**config.mk**
```make
export PLATFORM = sky130hd
export DESIGN_NAME = pcm_div
export DESIGN_NICKNAME = d
export VERILOG_FILES = /design/src/hdl/pcm_div.sv
export SDC_FILE = /design/constraint.sdc
export NUM_CORES = 2
export LEC_CHECK = 0
export BUFFER_PORTS_ARGS = -buffer_cell sky130_fd_sc_hd__clkbuf_2
export CORE_UTILIZATION = 40
export CTS_CLUSTER_DIAMETER = 80
export DETAILED_ROUTE_END_ITERATION = 8
export PLACE_DENSITY_LB_ADDON = 0.2
export REMOVE_ABC_BUFFERS = 1
export SYNTH_ARGS = -nofsm -noshare
export SYNTH_HDL_FRONTEND = slang
export SYNTH_SLANG_ARGS = --single-unit
```
**constraint.sdc**
```tcl
create_clock -name clk -period 4.9 [get_ports clk]
set_clock_uncertainty 0.2 [all_clocks]
set_input_delay 0.49 -clock clk [delete_from_list [all_inputs] [get_ports clk]]
set_output_delay 0.49 -clock clk [all_outputs]
set_load 0.03 [all_outputs]
```
**src/hdl/pcm_div.sv**
```systemverilog
// pipelined restoring divider, one quotient bit per stage, with sideband
`default_nettype none

module pcm_div #(
    parameter int NW = 34,
    parameter int DW = 17,
    parameter int SW = 8
) (
    input  logic          clk,
    input  logic          rst_n,
    input  logic          en,
    input  logic          in_valid,
    input  logic [NW-1:0] num,
    input  logic [DW-1:0] den,
    input  logic [SW-1:0] side_in,
    output logic          out_valid,
    output logic [NW-1:0] quo,
    output logic [SW-1:0] side_out
);

    logic          v_reg   [NW];
    logic [DW-1:0] rem_reg [NW];
    logic [NW-1:0] nq_reg  [NW];
    logic [DW-1:0] d_reg   [NW];
    logic [SW-1:0] sd_reg  [NW];

    for (genvar i = 0; i < NW; i++) begin : g_stage
        logic          v_in;
        logic [DW-1:0] rem_in;
        logic [NW-1:0] nq_in;
        logic [DW-1:0] d_in;
        logic [SW-1:0] sd_in;
        logic [DW:0]   trial;
        logic [DW:0]   diff;
        logic          ge;
        logic [DW-1:0] rem_next;
        logic [NW-1:0] nq_next;

        if (i == 0) begin : g_first
            assign v_in   = in_valid;
            assign rem_in = '0;
            assign nq_in  = num;
            assign d_in   = den;
            assign sd_in  = side_in;
        end else begin : g_rest
            assign v_in   = v_reg[i-1];
            assign rem_in = rem_reg[i-1];
            assign nq_in  = nq_reg[i-1];
            assign d_in   = d_reg[i-1];
            assign sd_in  = sd_reg[i-1];
        end

        always_comb
        begin
            trial    = {rem_in, nq_in[NW-1]};
            diff     = trial - {1'b0, d_in};
            ge       = (trial >= {1'b0, d_in});
            rem_next = ge ? diff[DW-1:0] : trial[DW-1:0];
            nq_next  = {nq_in[NW-2:0], ge};
        end

        always_ff @(posedge clk or negedge rst_n)
        begin
            if (!rst_n)
            begin
                v_reg[i] <= 1'b0;
            end
            else if (en)
            begin
                v_reg[i] <= v_in;
            end
        end

        always_ff @(posedge clk)
        begin
            if (en)
            begin
                rem_reg[i] <= rem_next;
                nq_reg[i]  <= nq_next;
                d_reg[i]   <= d_in;
                sd_reg[i]  <= sd_in;
            end
        end
    end

    assign out_valid = v_reg[NW-1];
    assign quo       = nq_reg[NW-1];
    assign side_out  = sd_reg[NW-1];

endmodule

`default_nettype wire

```
==> impl_metrics.sql <==
INSERT INTO impl_metrics (metric_group, metric, value, unit) VALUES
('outcome', 'status', 'finished clean', ''),
('critical_path', 'worst_setup_path_start_kind', 'flop', ''),
('synth', 'synth_top_flop_cell', 'edfxtp_1', ''),
('route', 'wl_met3', '7701', 'um'),
('pwr', 'total_leakage_power', '47.60', 'nW'),
('sta', 'finalCritPeriodShare', '0.8236', ''),
('route', 'finalWirelength', '198500', 'um'),
('clocking', 'clk_latency', '900', 'ps'),
('global_route', 'largest_net_degree_at_the_start_of_global_routing', '135', ''),
('clocking', 'cts_tree', 'done', ''),
('place', 'place_area', '0.1161', 'mm2'),
('critical_path', 'critical_path.top_delay_family', 'compound AO/OA/AOI/OAI gates', ''),
('pwr', 'comb_power_share', '0.305', ''),
('global_route', 'vias_in_the_first_global_route', '59440', ''),
('synth', 'synth.area.mux_share', '0.02648', ''),
('synth', 'combinational_family_with_the_most_area_after_synthesis', 'compound AO/OA/AOI/OAI gates', ''),
('clocking', 'cts_max_level', '5', ''),
('route', 'via_count', '59210', ''),
('die', 'rows', '192', ''),
('cells_and_area', 'max_reg_flops', '1156', ''),
('route', 'drt-wirelength-per-cell', '16.69', 'um'),
('pwr', 'power.density', '604.8', 'mW/mm2'),
('global_route', 'overall_overflow_remaining_after_global_route', '0', ''),
('critical_path', 'timing.critical_path.mode_cell', 'inv_1', ''),
('synth', 'synthesis.instances', '7542', ''),
('critical_path', 'cp_cell_sequence', 'inv_1, ha_1, inv_1, fa_1, a21o_1, a221oi_1, o221ai_1, a21oi_1, o21ai_1, a221oi_2, buf_4, mux2_2', ''),
('critical_path', 'critPathMaxFanout', '28', ''),
('global_route', 'initial_antenna_violation_count', '2', ''),
('synth', 'synth_compound_gate_area_share', '0.08757', ''),
('synth', 'netlist.top_cell.by_area', 'edfxtp_1', ''),
('global_route', 'grt_util_all_layers', '0.1416', ''),
('pwr', 'swShare', '0.3123', ''),
('synth', 'top_cells_by_area_synth', 'edfxtp_1, ha_1, o21ai_0', ''),
('min_path', 'hold_path.class', 'in -> reg', ''),
('synth', 'synth_enable_flop_cells', '2550', ''),
('synth', 'synth_cell_type_count', '83', ''),
('sta', 'final_critical_path_setup_slack', '864.2', 'ps'),
('clocking', 'cts-buffers-inserted', '291', ''),
('pwr', 'intPower', '52.47', 'mW'),
('route', 'drt-met1-wl', '87350', 'um'),
('die', 'initial_standard_cell_utilization_of_the_core', '0.4028', ''),
('place', 'dpl.cell_count', '11300', ''),
('critical_path', 'critical_path.endpoint_type', 'flop', ''),
('sta', 'worst-slew-pin-transition', '1203', 'ps'),
('critical_path', 'critPathKind', 'reg -> reg', ''),
('critical_path', 'cp.arrival', '4440', 'ps'),
('run', 'maxCapViolations', '0', ''),
('route', 'initialDrtViolationCount', '4069', ''),
('pwr', 'power.net_switching', '23.82', 'mW'),
('sta', 'timing.max_slew.rel_slack', '0.1982', ''),
('clocking', 'longest_clk_path_bufs', '4', ''),
('sta', 'count_of_final_max_slew_check_failures', '0', ''),
('route', 'post-route-drc-count', '0', ''),
('cells_and_area', 'nets', '8633', ''),
('sta', 'fmax', '0.2478', 'GHz'),
('place', 'io_buffers', '105', ''),
('die', 'floorplan.io_pins', '106', ''),
('synth', 'synth.top_cell.area_share', '0.6936', ''),
('place', 'place.gp.congestion', '0.8508', ''),
('sta', 'timing_hold_violations_final', '0', ''),
('critical_path', 'worst_ep_required_time', '5310', 'ps'),
('critical_path', 'timing.critical_path.slowest_cell_delay', '430', 'ps'),
('sta', 'period_needed', '4036', 'ps'),
('clocking', 'postCtsSetupBuffers', '0', ''),
('die', 'design.die.area', '0.2781', 'mm2'),
('place', 'hpwlAfterDp', '135000', 'um'),
('cells_and_area', 'fillerInstances', '23910', ''),
('synth', 'synth.yosys.warnings', '0', ''),
('sta', 'final_layout_worst_hold_slack', '107.2', 'ps'),
('pwr', 'clock_power_share', '0.278', ''),
('pwr', 'peakVddDrop', '0.0002735', 'V');
power groups by stage:
stage	clock, mW	sequential (mW)	combinational, mW
after global placement	0	32.4	22.6
after detailed placement	0	32.3	23.1
after CTS	22.1	31.9	23.3
final	21.2	31.8	23.3
after floorplan	0	31.2	17.7
after global routing	22.9	32.2	26.2
metrics by stage:
stage	power, mW	setup TNS [ps]
floorplan	48.95	-36370
global placement	54.91	0
detailed placement	55.42	0
CTS	77.28	0
global route	81.30	0
finish	76.29	0
path summary, 6_finish.rpt:
path | cells past startpoint | start | to
setup / recovery | 12 | nq_reg[31][33] | rem_reg[32][1]
hold / removal | 2 | num[8] | nq_reg[0][9]
setup reg to reg | 12 | nq_reg[31][33] | rem_reg[32][1]
hold reg to reg | 0 | nq_reg[27][24] | nq_reg[28][25]
max in group asynchronous | 4 | rst_n | g_stage[12].v_in
min in group asynchronous | 4 | rst_n | out_valid
cell type report:
| cell class | count | area, um2 | area share |
|---|---|---|---|
| well taps | 3686 | 4612 | 0.03656 |
| clock buffers | 353 | 7679 | 0.06088 |
| multi-input cells | 4130 | 29980 | 0.2377 |
| repair buffers | 251 | 2044 | 0.01621 |
| flip-flops and latches | 2584 | 77420 | 0.6138 |
| inverters | 717 | 2691 | 0.02134 |
| diodes | 5 | 12.51 | 0.00009920 |
| clock inverters | 164 | 1692 | 0.01341 |
cells by family (layout without fill, tap and decap cells):
logic type | Yosys count | count (layout)
XOR/XNOR | 421 | 421
multiplexers | 259 | 259
buffers and inverters | 828 | 1485
flip-flops | 2584 | 2584
AND/OR/NAND/NOR | 1269 | 1269
AO/OA/AOI/OAI | 1586 | 1586
adder cells (fa/ha/maj) | 595 | 595
other | 0 | 5
cell usage in the layout, fill, tap and decap left out, types with 26 or more instances in the layout:
master         synthesis  layout
clkinv_1               1      51
clkbuf_16              0     296
dlygate4sd3_1          0      63
clkbuf_2               0     104
a21o_1               132     132
a21oi_1              436     435
xnor2_1              229     229
o31a_1                28      28
o21bai_1              66      66
dfrtp_1               34      34
edfxtp_1            2550    2550
nand2_1              487     487
fa_1                  32      32
inv_1                716     716
ha_1                 563     563
mux2_2               233     233
nor3_1                64      64
xor2_1               192     192
o31ai_1               34      32
buf_4                  0      63
nand3_1               68      68
nor2b_1               79      79
clkbuf_1              97      50
nand4_1               72      72
nand2b_1              55      55
a211oi_1              70      69
nor4_1                34      31
clkinv_2               0      49
o21ai_0              539     538
and3_1                26      26
o21a_1                69      69
a31oi_1               37      37
nor2_1               298     298
metal layers:
metal  global-route usage  up-vias
li1                     -    29000
met1               0.1842    28720
met2               0.2405     1086
met3              0.01974      408
met4              0.05216        2
met5                    0        -
worst reg2reg max path: stages, from the launching register on:
cell and delay (ps):
edfxtp_1 380, inv_1 80, ha_1 160, inv_1 60, fa_1 390, a21o_1 220
a221oi_1 430, o221ai_1 260, a21oi_1 290, o21ai_1 190, a221oi_2 400, buf_4 350
mux2_2 390
synth_stat cells (all sizes together) (79+ instances only):
master,n
ha,563
xor2,192
nor2b,79
a21o,134
nor2,298
edfxtp,2550
o21ai,545
mux2,241
xnor2,229
inv,716
a21oi,437
clkbuf,97
nand2,487
timing repair:
| item | 4_1_cts | 5_1_grt |
|---|---|---|
| endpoints found under the setup margin | 0 | 0 |
| resized for setup | 0 | 0 |
| hold endpoints to repair | 153 | 0 |
| hold buffers | 64 | 0 |
(Power assumes the default switching activity.)
